$ cat config.mk
export PLATFORM = sky130hd
export DESIGN_NAME = rcnh_mul
export DESIGN_NICKNAME = d
export VERILOG_FILES = /design/src/hw/rtl/rcnh_pkg.sv /design/src/hw/rtl/rcnh_mul.sv
export SDC_FILE = /design/constraint.sdc
export NUM_CORES = 2
export LEC_CHECK = 0
export BUFFER_PORTS_ARGS = -buffer_cell sky130_fd_sc_hd__buf_2
export CAP_MARGIN = 15
export CORE_UTILIZATION = 47
export CTS_BUF_LIST = sky130_fd_sc_hd__clkbuf_16
export CTS_CLUSTER_DIAMETER = 60
export CTS_CLUSTER_SIZE = 12
export DETAILED_ROUTE_END_ITERATION = 12
export GPL_ROUTABILITY_DRIVEN = 0
export PLACE_DENSITY = 0.69
export SETUP_SLACK_MARGIN = 0.5
export SLEW_MARGIN = 10
export SYNTH_ARGS = -nofsm -noshare
export SYNTH_HDL_FRONTEND = slang
export SYNTH_SLANG_ARGS = --single-unit
$ cat constraint.sdc
create_clock -name clk -period 28 [get_ports clk]
set_input_delay 2.8 -clock clk [delete_from_list [all_inputs] [get_ports clk]]
set_output_delay 2.8 -clock clk [all_outputs]
set_load 0.02 [all_outputs]
$ cat src/hw/rtl/rcnh_pkg.sv
// Shared constants, types and helpers for the ray and circle nearest-hit block.
package rcnh_pkg;

  localparam int FRAC_BITS = 16;
  localparam int WORD_W = 32;
  // A unit-vector component lies in [-2^FRAC_BITS, 2^FRAC_BITS].
  localparam int UNIT_W = FRAC_BITS + 2;
  localparam int MUL_W = 35;
  localparam int PROD_W = 2 * MUL_W;
  localparam int DIV_W = WORD_W + FRAC_BITS;
  localparam int SQ_W = 2 * WORD_W;
  localparam int IN_DATA_W = 8 * WORD_W;
  localparam int OUT_DATA_W = 104;

  typedef enum logic [4:0] {
    ST_IDLE,
    ST_L_SQX,
    ST_L_SQY,
    ST_L_ROOT,
    ST_L_NW,
    ST_L_DXW,
    ST_L_DYW,
    ST_C_DOT1,
    ST_C_DOT2,
    ST_C_CR1,
    ST_C_CR2,
    ST_C_CHK,
    ST_C_RR,
    ST_C_ROOT,
    ST_C_SW,
    ST_C_HX,
    ST_C_HY,
    ST_C_UPD,
    ST_FIN
  } state_t;

  // Saturate a 36-bit signed sum to the signed 32-bit range.
  function automatic logic [WORD_W-1:0] sat_word(input logic signed [WORD_W+3:0] v);
    logic signed [WORD_W+3:0] hi;
    logic signed [WORD_W+3:0] lo;
    hi = (WORD_W+4)'(36'sh07FFFFFFF);
    lo = -(WORD_W+4)'(36'sh080000000);
    if (v > hi) begin
      return 32'h7FFFFFFF;
    end else if (v < lo) begin
      return 32'h80000000;
    end else begin
      return v[WORD_W-1:0];
    end
  endfunction

endpackage

$ cat src/hw/rtl/rcnh_mul.sv
// Shared signed multiplier with a registered product.
module rcnh_mul (
  input  logic                                clk,
  input  logic signed [rcnh_pkg::MUL_W-1:0]  a,
  input  logic signed [rcnh_pkg::MUL_W-1:0]  b,
  output logic signed [rcnh_pkg::PROD_W-1:0] p
);

  // One product per cycle, available the cycle after the operands.
  always_ff @(posedge clk) begin
    p <= a * b;
  end

endmodule

## Yosys cells after proc, flatten, opt, wreduce, memory -nomap -nowiden

Index checks and enable logic that the tools add are counted.

- $mul: 1

Operators with widths:

| cell | count |
|---|---|
| $mul 35x35->70 | 1 |

- Logic and storage cells: 2
- Register bits: 70
- Output and inout bits: 70
- Input bits: 71

## Depth between registers and ports, before layout

- Word-level depth: 1
- Gate-level depth with buffers: 30

## Worst setup path after synthesis

OpenSTA, ideal clock, no wires.

- Path type: input to register
- Start: in a[34] (netlist bit)
- End: reg p[68] (netlist bit)
- Slack: 17.212 ns
- Data arrival time: 10.665 ns
- Stages on the path: 28
- Library setup time: 0.123 ns
- Path buffers: 3
- Required time: 27.877 ns
- Cells stage by stage: clkbuf_1 -> clkbuf_1 -> nand2_1 -> inv_1 -> fa_1 -> fa_1 -> fa_1 -> inv_1 -> fa_1 -> inv_1 -> fa_1 -> fa_1 -> fa_1 -> inv_1 -> fa_1 -> inv_1 -> ha_1 -> buf_4 -> a21o_1 -> a21o_1 -> a21oi_1 -> o21ai_0 -> a221o_1 -> a21o_1 -> a31oi_1 -> o21a_1 -> o21ai_1 -> xor2_1

- Cells in the longest elaborated chain, start to end: 1

RTL lines:

| item | line | RTL |
|---|---|---|
| start, declared | rcnh_mul.sv:4 | `input logic signed [rcnh_pkg::MUL_W-1:0] a,` |
| $mul 35x35->70 | rcnh_mul.sv:11 | `p <= a * b;` |
| end signal, assigned | rcnh_mul.sv:11 |  |
| end, declared | rcnh_mul.sv:6 | `output logic signed [rcnh_pkg::PROD_W-1:0] p` |

No other way between the ends.

## Worst setup path in the final report

Same ends and word-level chain as after synthesis.

==> metrics <==
vias in the first global route=34.1k; final setup TNS=0 ps; Mapped Cells=4,671; Hold Startpoint=b[0]; Post-CTS Setup Bufs=0; grt ovf=0; Slew Viols, Final=0; Crit. Startpoint=a[34]; Critical Path Fanout Max=35; largest registers=p x70; hold_buf cts=0; detailed-route via count=between 30k and 40k; Final Hold Viols=0; syn_area_per_cell=9.60 um^2; HPWL Detailed=95,200 um; H-tree levels=3; status=finished clean; FF/Latch Area=1400 um^2; Clock Sinks=70; Largest Register=p; top post-synthesis cells by area=fa_1 59%, inv_1 9.7%, and2_1 9.3%; sequential fraction of the synthesis area=0.0313; fin crit share=0.402; Least-Margin Pin Slew=965 ps; RSZ-0062 raised after global routing=no; DRT Pass-1 Iters=6; Hold Crit Class=input pin to flip-flop; worst hold stages=2; Filler Cells Inserted=around 8.8k; Async SR Flop Fraction=0; initial antenna violation count=6; final setup fails=0; Slew headroom=0.357; Final min period=11,250 ps; met2 Track Usage GR=0.452; synth warn=0; CTS resizes=0; CTS Buf Count=9; WL/cell=a little under 20 um; Post-Route WL=116,000 um; # DRC=0; row cnt=112; nets@finish=6,177; cell taking the most area after synthesis=fa_1; FMAX=slightly below 0.09 GHz; clk slew on worst S/H paths=approximately 60 ps; GRT Resource Usage Total=0.252; CP Data Arrival Time=~12,000 ps; Crit path largest cell delay=about 910 ps; Initial Utilization=0.478; syn nets=between 6k and 7k; most frequent cell after synthesis=fa_1; Worst Path Required=28,250 ps; M3 GR Usage=0.0279; Slowest-stage cell, CP=fa_1; Max Cap Viol=0; I/O Pins=141; input/output buffers=140; Yosys reg bits=70; Yosys cell types=71; ys flop type=dfxtp_1; number of vias per cell=5.24; worst setup path endpoint=p[68]; clock buffer depth=2; Crit path max-delay family=adder cells; CTS tree=built; ANT nets after route=0; area occupied by multi-input gates=38,000 um^2; share of layout cells above drive strength 1=0.0427; CP Capture Type=flip-flop; top cell type's share of synthesized area=0.585; max FFs per register=70; global-route wire length before repair=around 190,000 um; DR iter-0 viols=1,726; Cell Area, Synth=44,800 um^2; chip width=311 um; EDFF count, synth=0; pin count of the biggest net entering global routing=36; area of the core=93,900 um^2; CP Buf/Inv Count=6; Die ar.=slightly below 100,000 um^2; Crit Path Category=input pin to flip-flop; Levels on crit path=26; Chip Height=311 um; Synth top cells by count=1,311 x fa_1, 1,158 x inv_1, 667 x and2_1; Most Used Layer, Global Route=met2; Area Growth Syn to Fin=3.67%; startpoint types=input pin; cell mode on critical path=fa_1; Root Driver=clkbuf_16; M1 GR Usage=0.309
==> cell type report <==
class / count / area share
tap: 1254 / 0.0338
clock inverter: 7 / 0.00143
timing repair buffer: 157 / 0.0178
inverter: 1159 / 0.0936
antenna: 1 / 0.0000538
clock buffer: 9 / 0.00484
sequential: 70 / 0.0301
multi-input combinational: 3191 / 0.818
==> worst min path at each step <==
stage and to:
5_1_grt p[0], 4_1_cts p[0], 2_1_floorplan p[0], 3_3_place_gp p[22], 3_5_place_dp p[23], 6_report p[0]
==> layout by cell type (no fill, tap or decap), types with 3 or more instances in the layout <==
master     netlist  final
a211o_1          3      3
a211oi_1         3      3
a21o_1          38     38
a21oi_1         75     75
a31oi_1          8      8
and2_1         667    667
and3_1          11     11
and4_1           3      3
buf_2            0    140
buf_4            8     17
clkbuf_16        0      9
dfxtp_1         70     70
fa_1          1311   1310
ha_1           207    207
inv_1         1158   1159
nand2_1        569    569
nand2b_1        15     15
nand3_1          7      7
nand4_1         16     16
nor2_1          52     52
nor2b_1          5      5
o211ai_1         5      5
o21a_1           9      9
o21ai_0         32     32
o21ai_1         13     13
o21ai_2          3      3
o21bai_1        12     12
xnor2_1         54     54
xor2_1          25     25
==> through the flow <==
| step | hold slack [ps] | utilization | instance area, um^2 | std cells | setup WS (ps) |
|---|---|---|---|---|---|
| finish | 3020 | 0.495 | 46500 | 5848 | 16750 |
| detailed placement | 3220 | 0.492 | 46200 | 5831 | 16420 |
| global route | 3050 | 0.495 | 46500 | 5847 | 16320 |
| global placement | 3220 | 0.492 | 46200 | 5831 | 16500 |
| CTS | 3000 | 0.495 | 46500 | 5847 | 16770 |
| floorplan | 2930 | - | 44800 | 4671 | 17210 |
==> cell families after synthesis <==
group	synth area share
AOI/OAI and AO/OA	0.0335
xor gates and xnor gates	0.0154
adders and majority gates	0.643
buffers and inverters	0.120
DFF	0.0313
and+or+nand+nor	0.156
==> routing by layer <==
layer | part of all wire | vias to the layer above
met5 | 0.00019 | -
met4 | 0.049 | 4
met3 | 0.051 | 284
met2 | 0.53 | 998
met1 | 0.37 | 16300
li1 | - | 13100
Power is not shown: default switching activity piles up to over one toggle a cycle in this logic, so the estimate is an artifact.
