===== src/hw/rtl/rcnh_pkg.sv =====
// Shared constants, types and helpers for the ray and circle nearest-hit block.
package rcnh_pkg;

  localparam int FRAC_BITS = 16;
  localparam int WORD_W = 32;
  // A unit-vector component lies in [-2^FRAC_BITS, 2^FRAC_BITS].
  localparam int UNIT_W = FRAC_BITS + 2;
  localparam int MUL_W = 35;
  localparam int PROD_W = 2 * MUL_W;
  localparam int DIV_W = WORD_W + FRAC_BITS;
  localparam int SQ_W = 2 * WORD_W;
  localparam int IN_DATA_W = 8 * WORD_W;
  localparam int OUT_DATA_W = 104;

  typedef enum logic [4:0] {
    ST_IDLE,
    ST_L_SQX,
    ST_L_SQY,
    ST_L_ROOT,
    ST_L_NW,
    ST_L_DXW,
    ST_L_DYW,
    ST_C_DOT1,
    ST_C_DOT2,
    ST_C_CR1,
    ST_C_CR2,
    ST_C_CHK,
    ST_C_RR,
    ST_C_ROOT,
    ST_C_SW,
    ST_C_HX,
    ST_C_HY,
    ST_C_UPD,
    ST_FIN
  } state_t;

  // Saturate a 36-bit signed sum to the signed 32-bit range.
  function automatic logic [WORD_W-1:0] sat_word(input logic signed [WORD_W+3:0] v);
    logic signed [WORD_W+3:0] hi;
    logic signed [WORD_W+3:0] lo;
    hi = (WORD_W+4)'(36'sh07FFFFFFF);
    lo = -(WORD_W+4)'(36'sh080000000);
    if (v > hi) begin
      return 32'h7FFFFFFF;
    end else if (v < lo) begin
      return 32'h80000000;
    end else begin
      return v[WORD_W-1:0];
    end
  endfunction

endpackage


===== src/hw/rtl/rcnh_sqrt.sv =====
// Iterative floor integer square root, two radicand bits per cycle.
module rcnh_sqrt (
  input  logic                              clk,
  input  logic                              rst,
  input  logic                              start,
  input  logic [rcnh_pkg::SQ_W-1:0]         value,
  output logic                              busy,
  output logic [rcnh_pkg::WORD_W-1:0]       root
);

  logic [rcnh_pkg::SQ_W-1:0] v;
  logic [rcnh_pkg::SQ_W-1:0] r;
  logic [rcnh_pkg::SQ_W-1:0] bitv;
  logic [rcnh_pkg::SQ_W-1:0] trial;

  assign trial = r + bitv;
  assign root = r[rcnh_pkg::WORD_W-1:0];

  // Control: busy until the lowest bit position has been tried.
  always_ff @(posedge clk) begin
    if (rst) begin
      busy <= 1'b0;
    end else if (start) begin
      busy <= 1'b1;
    end else if (busy && bitv == rcnh_pkg::SQ_W'(1)) begin
      busy <= 1'b0;
    end
  end

  // Datapath: one restoring step per cycle.
  always_ff @(posedge clk) begin
    if (start) begin
      v <= value;
      r <= '0;
      bitv <= rcnh_pkg::SQ_W'(1) << (rcnh_pkg::SQ_W - 2);
    end else if (busy) begin
      if (v >= trial) begin
        v <= v - trial;
        r <= (r >> 1) + bitv;
      end else begin
        r <= r >> 1;
      end
      bitv <= bitv >> 2;
    end
  end

endmodule


===== config.mk =====
export PLATFORM = sky130hd
export DESIGN_NAME = rcnh_sqrt
export DESIGN_NICKNAME = d
export VERILOG_FILES = /design/src/hw/rtl/rcnh_pkg.sv /design/src/hw/rtl/rcnh_sqrt.sv
export SDC_FILE = /design/constraint.sdc
export NUM_CORES = 1
export LEC_CHECK = 0
export BUFFER_PORTS_ARGS = -buffer_cell sky130_fd_sc_hd__buf_2
export CAP_MARGIN = 40
export CORE_UTILIZATION = 60
export CTS_BUF_LIST = sky130_fd_sc_hd__clkbuf_8
export DETAILED_ROUTE_END_ITERATION = 12
export GPL_ROUTABILITY_DRIVEN = 0
export PLACE_DENSITY_LB_ADDON = 0.05
export SYNTH_ARGS = -nofsm -noshare
export SYNTH_HDL_FRONTEND = slang
export SYNTH_SLANG_ARGS = --single-unit

===== constraint.sdc =====
create_clock -name clk -period 10.25 [get_ports clk]
set_input_delay 0.5125 -clock clk [delete_from_list [all_inputs] [get_ports clk]]
set_output_delay 0.5125 -clock clk [all_outputs]
set_load 0.005 [all_outputs]

-- Word-level counts from Yosys, hierarchy flattened
Cells that the tools add are included.
- $add $sub $neg: 3
- $lt $le $gt $ge: 1
- equal/unequal tests: 1
- mux-type cells: 6
- reduce and logical (&&, ||, !) cells: 5
- operators by type and width (cell ; count):
    2-to-1 mux 64 bit ; 4
    adder 63 x 63 -> 64 bit ; 1
    adder 64 x 63 -> 64 bit ; 1
    >= comparator 64 bit ; 1
    subtractor 64 bit ; 1
    equality test 32 x 1 -> 1 bit (second input constant) ; 1
    nonzero test 2 bit ; 3
    2-to-1 mux 1 bit ; 2
    AND reduction 2 bit ; 1
    logical AND 1 bit ; 1
- bits in registers: 161
- output and inout port bits: 33
- word-level logic and storage cells: 20

-- Depth between registers and ports, before layout
- depth in word-level cells: 5
- gate-level depth with buffers: 24

-- Worst setup path before layout
Ideal clock, no wire load.
- path type: register -> register
- from: register r[0] (netlist name)
- to: register v[0] (netlist name), enable pin
- library setup time: 574 ps
- data arrival time: 8707 ps
- required time: 9676 ps
- slack: 969 ps
- cell stages (with the launch flop): 24
- period minus slack after synthesis: 9281 ps
- cells stage by stage: dfxtp_1 > ha_1 > ha_1 > a21o_1 > a31oi_1 > o211ai_1 > a2111oi_2 > o31ai_1 > a21boi_0 > nor2_1 > o21ai_0 > xor2_1 > ha_1 > and2_1 > buf_2 > nand3_1 > nor3_1 > nand2_1 > a31o_2 > a21oi_4 > nor2_4 > buf_4 > buf_4 > o21ai_0
- cells in the longest elaborated chain, start to end: 4
- RTL lines (what ; RTL line ; text):
    start, declared ; rcnh_sqrt.sv:12 ; logic [rcnh_pkg::SQ_W-1:0] r;
    start signal, assigned ; rcnh_sqrt.sv:39 ; r <= (r >> 1) + bitv;
    start signal, assigned ; rcnh_sqrt.sv:41 ; r <= r >> 1;
    adder 64 x 63 -> 64 bit ; rcnh_sqrt.sv:16 ; assign trial = r + bitv;
    >= comparator 64 bit ; rcnh_sqrt.sv:37 ; if (v >= trial) begin
    nonzero test 2 bit (no line) ; n/a ;
    AND reduction 2 bit (no line) ; n/a ;
    end signal, assigned ; rcnh_sqrt.sv:33 ; v <= value;
    end signal, assigned ; rcnh_sqrt.sv:38 ; v <= v - trial;
    end, declared ; rcnh_sqrt.sv:11 ; logic [rcnh_pkg::SQ_W-1:0] v;
No other way between the ends.
A chain may end at the register's enable or synchronous reset.

-- Final worst setup path
- from: register r[0] (netlist name)
- to: register v[7] (netlist name), enable pin
Same word-level chain as after synthesis.

==> results by group <==
Floorplan
  – Starting Density: 61.1%
  – Core area: 26100 um2
  – Area of the die: 27200 um2
  – Ports: 100
  – Die H: 165 um
  – Die Wd: 165 um
  – Row Count: 59

Cells and area
  – Area grow syn2layout: 4.32%
  – Final #Nets: 2205
  – Final core occ: 63.7%
  – FILL cells: 2402
  – # diodes: 0
  – Seq. cell area: 3870 um2
  – Layout cell share with drive strength beyond 1: 10.1%
  – Multi-input gate area: 11100 um2

Drt
  – Via count: 15654
  – Drt pass-1 iters: 5
  – Drt wl/cell: 19.9 um
  – DRC: 0
  – Via density: 6.65
  – Antenna-violating nets left: 0
  – Initial drt markers: 1670
  – Routed wire length: 46.8 mm

Global route
  – GR Util All Layers: 34.5%
  – Vias in the first global route: 13978
  – Met2 Usage GRT: 51.3%
  – Global routing's busiest layer: met1
  – Grt ovf: 0
  – Initial antenna violation count: 0
  – Largest net degree at the start of global routing: 88
  – Global-route wire length before repair: 74.0 mm
  – Met1 Use GR: 51.4%
  – Met3 GRT Util: 5.45%

Synth
  – Seq cells post-synth: 161
  – Async set-or-reset flop fraction in the synthesized netlist: 0%
  – Area leader, netlist: dfxtp_1
  – Xor-xnor portion of the synthesized cell area: 7.37%
  – Largest cells by area after synthesis: dfxtp_1, edfxtp_1, ha_1
  – Post-synth top cells: nand2_1, nor2_1, o21ai_0, ha_1, a21oi_1
  – Synth Warn #: 0
  – Simple-gate area share of the yosys netlist: 20.9%
  – Portion of netlist area occupied by mux cells: 3.15%
  – Yosys top cell area share: 12.2%
  – Main combinational cell family by area after synthesis: compound AO/OA/AOI/OAI gates
  – EDFF count, synth: 64
  – Synth Area per Inst: 7.84 um2
  – Register area share after synthesis: 24.3%
  – Post-synthesis adder-cell area fraction: 10.3%
  – Syn Nets: 2227
  – Cell variety after synth: 94
  – Most common cell in the netlist: nand2_1
  – Synth Area in Compound Gates: 28.0%
  – Cells after synthesis: 2029
  – Main flop type after synthesis: dfxtp_1
  – Mapped Area: 15900 um2

Clock tree
  – CTS sink cnt: 161
  – Clock buffer depth: 2
  – CTS Root Cell: clkbuf_8
  – Postcts setup bufs: 0
  – Clock latency on the worst-skew pair: 0.49 ns
  – Clock transition at path regs: 0.11 ns
  – H-tree depth: 4
  – CTS buffer count: 17
  – TritonCTS clock tree: built
  – Post-CTS sizing: 0
  – Hold_buf cts: 0

Worst setup path
  – Reg2Reg Setup Slack: 3.54 ns
  – Req. time, crit path: 10.42 ns
  – Critical path arrival: 6.87 ns
  – CP Max Fanout: 64
  – CP startpoint kind: flip-flop
  – WS Path Type: flip-flop to flip-flop
  – Critical path capture point type: flip-flop

Timing
  – Final setup vio count: 0
  – Clk_skew: 0.0286 ns
  – RSZ-0062 raised after global routing: false
  – Max Fclk: 149 MHz
  – Max transition margin: 41.5%
  – Post-layout min period: 6.71 ns
  – Slew Limit Fails: 0
  – Setup_tns: 0 ns
  – Slew @ Worst Pin: 0.877 ns
  – Hold Violations, Final: 0
  – Tcrit/Tclk final: 65.4%

Flow run
  – Max cap viols: 0

Power and ir drop
  – Power density over the cells: 217 nW/um2
  – Pleak: 6.48 nW
  – Worst IR Drop VDD: 0.139 mV

Min path
  – Hold Path Class: input port to flip-flop

Placement
  – HPWL after DPL: 34.9 mm
  – IO buf count: 99

Status
  – Status: completed
## final cells by class
type | instances | area share, %
clock buffer | 17 | 1.41
clock inverter | 14 | 0.987
inverter | 56 | 1.27
multi-input combinational | 1663 | 67.0
sequential | 161 | 23.3
tap | 335 | 2.52
timing repair buffer | 108 | 3.53
## critical path: stages (launching register included)
cell and delay (ns):
dfxtp_1 0.35, ha_1 0.22, ha_1 0.21, a21o_1 0.20
a31oi_1 0.32, o211ai_1 0.27, a2111oi_2 0.52, nor4_1 0.16
o21ai_1 0.42, a211oi_1 0.15, o21ai_0 0.21, xor2_1 0.31
ha_1 0.38, nand2_1 0.13, o21ai_0 0.14, a21oi_1 0.18
o21ai_0 0.11, a221oi_1 0.42, nand2_1 0.46, nor2_4 0.18
buf_4 0.51, o21ai_4 0.07, buf_4 0.17, buf_16 0.19
## worst paths after layout
check	cells after the start	endpoint	from
worst max register to register	23	v[7]	r[0]
worst max-delay path	23	v[7]	r[0]
worst min-delay path	2	busy	rst
worst min register to register	2	r[0]	r[0]
## cell families after synthesis
group / count (synthesis)
simple gates: 690
compound gates: 659
buf+inv: 205
flops: 161
xor+xnor: 134
fa+ha+maj: 131
mux: 49
## placed cells by master, fill, tap and decap left out, drive strengths merged, types with 12 or more instances in the layout
| master | count |
|---|---|
| nand2 | 224 |
| nor2 | 178 |
| o21ai | 156 |
| ha | 130 |
| a21oi | 121 |
| buf | 108 |
| dfxtp | 97 |
| xnor2 | 68 |
| a31oi | 66 |
| xor2 | 66 |
| edfxtp | 64 |
| a21o | 63 |
| inv | 62 |
| nand3 | 56 |
| nand4 | 42 |
| mux2i | 40 |
| nor3 | 39 |
| a211oi | 39 |
| o21bai | 37 |
| a311oi | 32 |
| and2 | 31 |
| and3 | 22 |
| or3 | 18 |
| nor4 | 18 |
| clkbuf | 17 |
| a31o | 15 |
| nor2b | 15 |
| a221oi | 15 |
| o31ai | 14 |
| o21a | 12 |
## metal layers
layer	share of wire, %	vias to the layer above	routed length [um]
met5	0	-	0
li1	-	7504	-
met3	9.1	66	4270
met2	42	723	19900
met1	47	7361	21800
met4	1.8	0	820
## power by group
group          switching (mW)  internal [mW]  leakage [nW]
clock network           0.267          0.240         0.213
logic                    1.30          0.799          4.83
registers               0.139          0.858          1.44
total                    1.71           1.90          6.48
## per-stage QoR
step | power, mW | std cells | setup WS [ns] | cell area, um2 | hold WS [ns]
2_1_floorplan | 2.58 | 2029 | 0.969 | 15900 | 0.478
3_3_place_gp | 3.01 | 2321 | 3.80 | 16200 | 0.490
3_5_place_dp | 3.04 | 2323 | 3.79 | 16200 | 0.524
6_report | 3.61 | 2354 | 3.54 | 16600 | 0.173
5_1_grt | 3.86 | 2354 | 3.14 | 16600 | 0.146
4_1_cts | 3.56 | 2354 | 3.72 | 16600 | 0.154
## flip-flops by register name, indices dropped and copies added (netlist names)
name,flops
bitv,32
busy,1
r,64
v,64
Note: power is estimated with default switching activity, not from simulation.
