==> config.mk <==
export PLATFORM = sky130hd
export DESIGN_NAME = rcnh_div
export DESIGN_NICKNAME = d
export VERILOG_FILES = /design/src/hw/rtl/rcnh_pkg.sv /design/src/hw/rtl/rcnh_div.sv
export SDC_FILE = /design/constraint.sdc
export NUM_CORES = 1
export LEC_CHECK = 0
export BUFFER_PORTS_ARGS = -buffer_cell sky130_fd_sc_hd__buf_2
export CORE_ASPECT_RATIO = 1.5
export CORE_MARGIN = 2
export CORE_UTILIZATION = 30
export DETAILED_ROUTE_END_ITERATION = 12
export GPL_TIMING_DRIVEN = 1
export PLACE_DENSITY = 0.5
export SETUP_SLACK_MARGIN = 0.2
export SYNTH_ARGS = -nofsm -noshare
export SYNTH_HDL_FRONTEND = slang
export SYNTH_SLANG_ARGS = --single-unit
==> constraint.sdc <==
create_clock -name clk -period 5.79 [get_ports clk]
set_input_delay 1.737 -clock clk [delete_from_list [all_inputs] [get_ports clk]]
set_output_delay 1.737 -clock clk [all_outputs]
set_load 0.005 [all_outputs]
==> src/hw/rtl/rcnh_pkg.sv <==
// Shared constants, types and helpers for the ray and circle nearest-hit block.
package rcnh_pkg;

  localparam int FRAC_BITS = 16;
  localparam int WORD_W = 32;
  // A unit-vector component lies in [-2^FRAC_BITS, 2^FRAC_BITS].
  localparam int UNIT_W = FRAC_BITS + 2;
  localparam int MUL_W = 35;
  localparam int PROD_W = 2 * MUL_W;
  localparam int DIV_W = WORD_W + FRAC_BITS;
  localparam int SQ_W = 2 * WORD_W;
  localparam int IN_DATA_W = 8 * WORD_W;
  localparam int OUT_DATA_W = 104;

  typedef enum logic [4:0] {
    ST_IDLE,
    ST_L_SQX,
    ST_L_SQY,
    ST_L_ROOT,
    ST_L_NW,
    ST_L_DXW,
    ST_L_DYW,
    ST_C_DOT1,
    ST_C_DOT2,
    ST_C_CR1,
    ST_C_CR2,
    ST_C_CHK,
    ST_C_RR,
    ST_C_ROOT,
    ST_C_SW,
    ST_C_HX,
    ST_C_HY,
    ST_C_UPD,
    ST_FIN
  } state_t;

  // Saturate a 36-bit signed sum to the signed 32-bit range.
  function automatic logic [WORD_W-1:0] sat_word(input logic signed [WORD_W+3:0] v);
    logic signed [WORD_W+3:0] hi;
    logic signed [WORD_W+3:0] lo;
    hi = (WORD_W+4)'(36'sh07FFFFFFF);
    lo = -(WORD_W+4)'(36'sh080000000);
    if (v > hi) begin
      return 32'h7FFFFFFF;
    end else if (v < lo) begin
      return 32'h80000000;
    end else begin
      return v[WORD_W-1:0];
    end
  endfunction

endpackage

==> src/hw/rtl/rcnh_div.sv <==
// Iterative restoring unsigned divider, one quotient bit per cycle.
module rcnh_div (
  input  logic                              clk,
  input  logic                              rst,
  input  logic                              start,
  input  logic [rcnh_pkg::DIV_W-1:0]        dividend,
  input  logic [rcnh_pkg::WORD_W-1:0]       divisor,
  output logic                              busy,
  output logic [rcnh_pkg::DIV_W-1:0]        quotient
);

  localparam int CNT_W = $clog2(rcnh_pkg::DIV_W + 1);

  logic [rcnh_pkg::WORD_W-1:0] rem;
  logic [rcnh_pkg::WORD_W-1:0] den;
  logic [CNT_W-1:0]            cnt;
  logic [rcnh_pkg::WORD_W:0]   shifted;
  logic                        take;

  assign shifted = {rem, quotient[rcnh_pkg::DIV_W-1]};
  assign take = shifted >= {1'b0, den};

  // Control: count the quotient bits still to produce.
  always_ff @(posedge clk) begin
    if (rst) begin
      busy <= 1'b0;
      cnt <= '0;
    end else if (start) begin
      busy <= 1'b1;
      cnt <= CNT_W'(rcnh_pkg::DIV_W);
    end else if (busy) begin
      cnt <= cnt - CNT_W'(1);
      if (cnt == CNT_W'(1)) begin
        busy <= 1'b0;
      end
    end
  end

  // Datapath: shift in a dividend bit, subtract when the divisor fits.
  always_ff @(posedge clk) begin
    if (start) begin
      rem <= '0;
      den <= divisor;
      quotient <= dividend;
    end else if (busy) begin
      if (take) begin
        rem <= rcnh_pkg::WORD_W'(shifted - {1'b0, den});
      end else begin
        rem <= shifted[rcnh_pkg::WORD_W-1:0];
      end
      quotient <= {quotient[rcnh_pkg::DIV_W-2:0], take};
    end
  end

endmodule

Word-level counts from Yosys, hierarchy flattened
Cells that the tools add are included.
{ "word_totals": {"regBits": 119, "output_inout_bits": 49, "wordCells": 20} }
{ "classes": {"addsub": 2, "order_cmp": 1, "n_eq_ne": 1, "mux": 8, "reduce_logical": 2} }
{ "op_table": {"columns": ["operator", "n"], "rows": [
  ["$mux 48", 2],
  ["$ge 33x32->1", 1],
  ["$mux 32", 1],
  ["$sub 32x32->32", 1],
  ["$mux 6", 2],
  ["$eq 6x1->1 const B", 1],
  ["$sub 6x1->6 const B", 1],
  ["$mux 1", 3],
  ["$reduce_bool 2->1", 1],
  ["$reduce_or 2->1", 1]
]} }

Logic depth before layout (Yosys ltp)
Gate-level depths: netlist of run 1.
{ "logic_depth": {"depth_word": 4, "ltp_mapped": 13} }

Worst setup path after synthesis of run 1
OpenSTA, ideal clock, no wires.
{ "synth_path": {"path_kind": "in2reg", "start": "input port start", "end": "register quotient[0] (netlist name) (enable)", "setup_ns": 0.402, "arrival_time_ns": 3.210, "required_time_ns": 5.388, "slack_ns": 2.178, "cell_stages": 4, "n_path_buf": 2, "path_cell_list": "clkbuf_1 nor2_1 clkbuf_1 inv_1"} }
{ "synth_between": {"elab_chain_cells": 1} }
{ "synth_rtl": {"columns": ["element", "line", "source"], "rows": [
  ["from (decl)", "rcnh_div.sv:5", "input logic start,"],
  ["$reduce_bool 2->1 (no source line)", null, null],
  ["to (signal assigned)", "rcnh_div.sv:44", "quotient <= dividend;"],
  ["to (signal assigned)", "rcnh_div.sv:51", "quotient <= {quotient[rcnh_pkg::DIV_W-2:0], take};"],
  ["to (decl)", "rcnh_div.sv:9", "output logic [rcnh_pkg::DIV_W-1:0] quotient"]
]} }
No other way between the ends.
A chain may end at the register's enable or synchronous reset.

Worst setup path after layout of run 1
{ "layout_path": {"start": "register den[4] (netlist name)", "end": "register rem[21] (netlist name)"} }
{ "layout_between": {"elab_chain_cells": 2} }
{ "layout_rtl": {"columns": ["element", "line", "source"], "rows": [
  ["from (decl)", "rcnh_div.sv:15", "logic [rcnh_pkg::WORD_W-1:0] den;"],
  ["from (signal assigned)", "rcnh_div.sv:43", "den <= divisor;"],
  ["$sub 32x32->32 / $ge 33x32->1 (equally long branches)", "rcnh_div.sv:47, rcnh_div.sv:21", null],
  ["$mux 32 *", "rcnh_div.sv:46", "if (take) begin"],
  ["to (signal assigned)", "rcnh_div.sv:47", "rem <= rcnh_pkg::WORD_W'(shifted - {1'b0, den});"],
  ["to (signal assigned)", "rcnh_div.sv:49", "rem <= shifted[rcnh_pkg::WORD_W-1:0];"],
  ["to (decl)", "rcnh_div.sv:14", "logic [rcnh_pkg::WORD_W-1:0] rem;"]
]} }
Every way passes the cells marked *; elsewhere a longest branch is shown, timed or not.

==> flow_summary.toml, run 1 <==
[run_status]
status = "finished clean"

[floorplanning]
start_util = 0.305
die-area_um2 = 23300
num_rows = 66
core_um2 = 21700
die_y_um = 186
die_w_um = 125
num_io_pins = 132

[yosys]
synth_seq_area_share = 0.481
netlist_area_um2 = 6620
synthCells = 632
ys_seq_elements = 119
yosysWarnings = 0
synth_cell_types = 64
synth_largest_area_cell = "edfxtp_1"
synth_edf_count = 80
ys_dominant_reg_cell = "edfxtp_1"
synth.top_cell.area_share = 0.363
syn-mean-instance-area_um2 = 10.5
synth-async-reset-ratio = 0
postSynthNetCount = 750
synthTopCellsByArea = "edfxtp_1 36%, dfxtp_1 12%, mux2_2 8.0%"
netlist_top_cells_count = "80 x edfxtp_1, 51 x nor2_1, 47 x mux2_2, 44 x a21oi_1, 44 x inv_1"
post-synth-top-count-cell = "edfxtp_1"

[layout]
final_cells = 1042
drive_gt1_frac = 0.287
utilization = 0.372
multi_input_area_um2 = 3140
fin_area_um2 = 8070
nets = 875
regArea_um2 = 3180
n_antenna_cell = 0
syn_to_final_growth_pct = 21.9
nFillCells = 2204

[cts]
cts_tree = "built"
cts_sinks = 119
cts.hold.buffers_added = 0
cts_buffer_depth = 2
clock_latency_ns = 0.42
cts-root-buf = "clkbuf_16"
cts_setup_buffers = 0
htreeDepth = 4
cts_inserted_buffers = 17
cts.clk_slew.worst_paths_ns = 0.06
cts_resized = 0

[global_route]
grt_max_degree = 71
antenna_found_initial = 0
grt-ovfl-total = 0
track_usage = 0.153
grt_pass1_vias = 5381
grt_pass1_wl_um = 28000

[power_and_ir_drop]
power_mw = 2.39
p_int_mw = 1.75
switching_share = 0.268
p_seq_frac = 0.430
switchingPower_uw = 641
ir_worst_vdd_mv = 0.201
pwr_density_cell_nw_per_um2 = 296
leakage_nw = 3.41
combPwrFrac = 0.161
power_frac_clock = 0.409

[detailed_routing]
antenna_left = 0
wl_um = 17100
drt_iter0_markers = 268
vias_per_cell = 4.95
drt_pass1_iterations = 4
drcViolationCount = 0
wl_per_cell_um = 16.4
vias = 5161

[place]
place_congestion = 0.853
placed_area_um2 = 7530
io_buffers = 131
dp_hpwl_um = 12500
place_inst = 1010
dpl_worst_slack_ns = 2.00

[min_path]
whs_path_depth = 2
hp-class = "reg -> reg"
hold_start = "rem[2]"

[sta]
relSlewSlack = 0.324
period_needed_ns = 3.47
finalHoldViolations = 0
layout_setup_ws_ns = 2.32
setup_violations = 0
fmax_mhz = 288
worst_pin_slew_ns = 1.01
drv_slew = 0
skew_ns = 0.0104
fin_crit_sh = 0.600
grt_setup_unrepaired = "no"
fin_setup_tns_ns = 0
hold-worst-slack_ns = 0.487

[run]
max_cap_viol_count = 0

[critical_path]
cp_max_fo = 36
worstPathRequired_ns = 6.05
rr_worst_depth = 10
crit_chain = "inv_1, ha_1, a21oi_1, o22ai_1, o2111ai_1, a311oi_2, o31ai_4, buf_12, nand2b_1, o221ai_1"
slowest_stage = "o31ai_4"
path_class = "reg -> reg"
cp-start-kind = "flop"
rr_startpoint = "den[4]"
crit_start = "den[4]"
end_kind = "flop"
cp_data_arrival_time_ns = 3.73
slowest_delay_ns = 0.75
-- power groups by stage --
stage / sequential, mW / clock, mW / combinational (mW)
after floorplan: 1.04 / 0 / 0.253
after global placement: 1.05 / 0 / 0.388
final: 1.03 / 0.978 / 0.385
after detailed placement: 1.05 / 0 / 0.388
after global routing: 1.04 / 1.05 / 0.432
after CTS: 1.03 / 1.01 / 0.389
-- cells by family (layout without fill, tap and decap cells) --
kind of cell,count (synthesis),in the layout,share of synthesized area
xor gates and xnor gates,28,28,0.0370
adders and majority gates,35,35,0.0673
AOI/OAI and AO/OA,154,154,0.153
muxes,60,60,0.0996
buffers and inverters,73,211,0.0446
DFF,119,119,0.481
and+or+nand+nor,163,163,0.118
-- path summary, 6_finish.rpt --
path	end	slack (ns)
setup / recovery	rem[21]	2.32
hold / removal	rem[2]	0.49
setup reg to reg	rem[21]	2.32
hold reg to reg	rem[2]	0.49
-- final cells by class --
cell class	count	area share
well taps	272	0.0422
repair buffers	135	0.0868
inverters	44	0.0205
flip-flops and latches	119	0.394
clock buffers	20	0.0541
multi-input cells	440	0.389
clock inverters	12	0.0130
-- routing by layer --
layer / wire, um / track usage / up-vias
li1: - / - / 2588
met1: 7010 / 0.174 / 2394
met2: 8540 / 0.264 / 156
met3: 1200 / 0.0552 / 23
met4: 367 / 0.0542 / 0
met5: 0 / 0 / -
-- sequential cells by signal (all words and copies together) (netlist names) --
name and cells:
quotient 48, busy 1, cnt 6, rem 32, den 32
-- cell usage in the layout (no fill, tap or decap), types with 3 or more instances in the layout --
master / count
nor3_1: 14
buf_4: 4
xnor2_1: 19
a21o_1: 9
and3_1: 4
nand3_1: 12
buf_2: 130
mux2i_1: 13
nor2b_1: 8
nand2b_1: 7
a21oi_1: 44
clkbuf_1: 3
nand4_1: 7
nand4b_1: 3
xor2_1: 9
a211oi_1: 21
o21ai_0: 38
nor3b_1: 3
o211ai_1: 3
ha_1: 34
inv_1: 43
or2_2: 4
mux2_2: 47
a32oi_1: 5
nor2_1: 51
dfxtp_1: 39
o21a_1: 3
nor4_1: 3
clkinvlp_4: 4
clkinv_2: 3
nand2_1: 40
edfxtp_1: 80
clkbuf_16: 17
-- worst max-delay path: cells and delay by family (launching register included) --
family | cells | cell delay (ns)
AOI/OAI and AO/OA | 6 | 2.06
adders and majority gates | 1 | 0.26
buffers and inverters | 2 | 0.36
DFF | 1 | 0.37
and+or+nand+nor | 1 | 0.26
Note: power is estimated with default switching activity, not from simulation.
==> inputs of run 2 (changes only) <==
- ABC_AREA: unset -> 1
- PLACE_DENSITY: 0.5 -> 0.49
- clock period: 5.79 -> 3.6 ns (I/O delays scaled with it)
==> run 2 against run 1 <==
Net effect:
- power is 61% higher
- synthesized cell count is 72% higher
- flip-flop and latch count stayed put
- critical path depth is 5 higher
- utilization is 0.33 points lower
- synthesized area is 14% higher
- global-route usage is 1.3 points higher
- wire length is 22% higher
- register-to-register slack worse by 1.1 ns
- final area is 13% higher
- largest power group is now clock
- final cell count is 50% higher
==> flow_summary.toml, run 2 <==
[run_status]
status = "finished clean"

[layout]
final_common_cell = "nand2_1"
nets = 1337
drive_gt1_frac = 0.154
nFillCells = 2746
n_antenna_cell = 0
top_regs = "quotient (48), den (32), rem (32)"
mostFrequentLayoutCells = "496 x nand2_1, 184 x inv_1, 130 x buf_2, 81 x nand3_1, 80 x edfxtp_1"
regMostFlops = "quotient"
largest_register_ff_count = 48
syn_to_final_growth_pct = 21.6

[detailed_routing]
wl_per_cell_um = 13.4
vias = 6807
wl_um = 20800
drcViolationCount = 0
drt_pass1_iterations = 5
vias_per_cell = 4.36
drt_iter0_markers = 297
antenna_left = 0

[min_path]
whs_path_depth = 2
min_to = "rem[8]"
hold_start = "rem[8]"
hp-class = "reg -> reg"

[yosys]
synth-async-reset-ratio = 0
synth_largest_area_cell = "edfxtp_1"
syn-mean-instance-area_um2 = 6.93
netlist_top_cells_count = "496 x nand2_1, 185 x inv_1, 81 x nand3_1, 80 x edfxtp_1, 54 x nor2_1"
synth_seq_area_share = 0.422
synthTopCellsByArea = "edfxtp_1 32%, nand2_1 25%, dfxtp_1 10%"
synth.top_cell.area_share = 0.319
postSynthNetCount = 1205
ys_seq_elements = 119
synth_cell_types = 33
netlist_area_um2 = 7530
synth_edf_count = 80
post-synth-top-count-cell = "nand2_1"
yosysWarnings = 0
ys_dominant_reg_cell = "edfxtp_1"
synthCells = 1087

[critical_path]
worstPathRequired_ns = 3.91
cp-start-kind = "flop"
path_class = "reg -> reg"
rr_worst_depth = 15
rr_startpoint = "quotient[47]"
reg2reg_slack_ns = 1.17
cp_data_arrival_time_ns = 2.74
cp_max_fo = 3
crit-reg2reg-capture = "rem[16]"
end_kind = "flop"
crit_start = "quotient[47]"

[cts]
cts_buffer_depth = 2
cts.hold.buffers_added = 0
cts_inserted_buffers = 17
cts-root-buf = "clkbuf_16"
cts_sinks = 119
htreeDepth = 4
cts_resized = 0
cts.clk_slew.worst_paths_ns = 0.06
clock_latency_ns = 0.43
cts_setup_buffers = 0
cts_tree = "built"

[sta]
period_needed_ns = 2.43
skew_ns = 0.0152
fin_crit_sh = 0.674
fin_setup_tns_ns = 0
fmax_mhz = 412
relSlewSlack = 0.583
setup_violations = 0
finalHoldViolations = 0
drv_slew = 0
grt_setup_unrepaired = "no"
worst_pin_slew_ns = 0.626

[global_route]
grt_pass1_wl_um = 34300
grt-ovfl-total = 0
grt_max_degree = 52
grt_pass1_vias = 6996
antenna_found_initial = 0
track_usage = 0.166

[power_and_ir_drop]
pwr_density_cell_nw_per_um2 = 420
leakage_nw = 4.93
power_mw = 3.85
ir_worst_vdd_mv = 0.327

[floorplanning]
start_util = 0.303
die_w_um = 133
num_rows = 71
core_um2 = 24900
num_io_pins = 132
die-area_um2 = 26400
die_y_um = 198

[run]
max_cap_viol_count = 0

[place]
io_buffers = 131
place_congestion = 0.873
dp_hpwl_um = 15700
-- run 2: cell count changes in the layout (fill, tap and decap cells not counted), sizes merged, moves of 8 or more --
cell / previous run / this run
nand3: 12 / 82
nand3b: 1 / 11
o21ai: 38 / 1
mux2i: 13 / 0
nor2b: 8 / 0
a21oi: 44 / 22
nand2: 40 / 504
inv: 45 / 190
mux2: 47 / 0
a211oi: 22 / 1
-- run 2: layout make-up --
cell class	count	area, um2	share of cell area
Multi-Input combinational cell	751	3510	0.383
Sequential cell	119	3180	0.347
Timing Repair Buffer	140	726	0.0792
Inverter	190	713	0.0778
Clock buffer	19	443	0.0483
Tap cell	328	410	0.0448
Clock inverter	13	178	0.0194
-- run 2: report_power, final --
part,leakage (nW),switching (mW),internal [mW]
Combinational,3.51,0.259,0.165
Clock,0.305,0.630,1.17
Sequential,1.12,0.0483,1.57
Total,4.93,0.937,2.91
-- run 2: logic make-up after synthesis --
logic type      synth area share
flops                      0.422
simple gates               0.365
buf+inv                    0.112
xor+xnor                  0.0186
fa+ha+maj                 0.0591
compound gates            0.0229
-- run 2: how the worst max path moves through the flow --
stage                        endpoint  slack (ns)  cells past startpoint
after global routing          rem[24]        0.99                     15
after detailed placement      rem[26]        1.03                      6
after CTS                     rem[16]        1.16                     15
final                         rem[16]        1.17                     15
after floorplan           quotient[0]        0.62                      4
after global placement        rem[25]        1.08                      6
-- run 2: per-stage QoR --
step           utilization  setup WS, ns  cell area, um2  hold slack, ns  std cells
2_1_floorplan            -         0.623            7530           0.445       1087
3_3_place_gp         0.343          1.08            8540           0.461       1528
3_5_place_dp         0.343          1.03            8540           0.463       1528
4_1_cts              0.368          1.16            9160           0.475       1560
5_1_grt              0.368         0.995            9160           0.492       1560
6_report             0.368          1.17            9160           0.471       1560
-- run 2: critical path, cell delays in order (launching register included) --
cell,delay [ns]
edfxtp_1,0.41
inv_1,0.08
ha_1,0.23
fa_1,0.40
inv_1,0.13
nand3_1,0.08
nand3_1,0.17
nand2_1,0.07
nand3_1,0.20
nand3_1,0.15
nand2_1,0.09
nand2_1,0.05
nand2_1,0.06
nand2_1,0.05
nand3_1,0.08
nand2_1,0.05
-- run 2: routing by layer --
layer / up-vias / global-route usage / part of all wire
met5: - / 0 / 0
met2: 175 / 0.305 / 0.51
met3: 29 / 0.0492 / 0.062
li1: 3608 / - / -
met4: 0 / 0.0693 / 0.025
met1: 2995 / 0.175 / 0.40
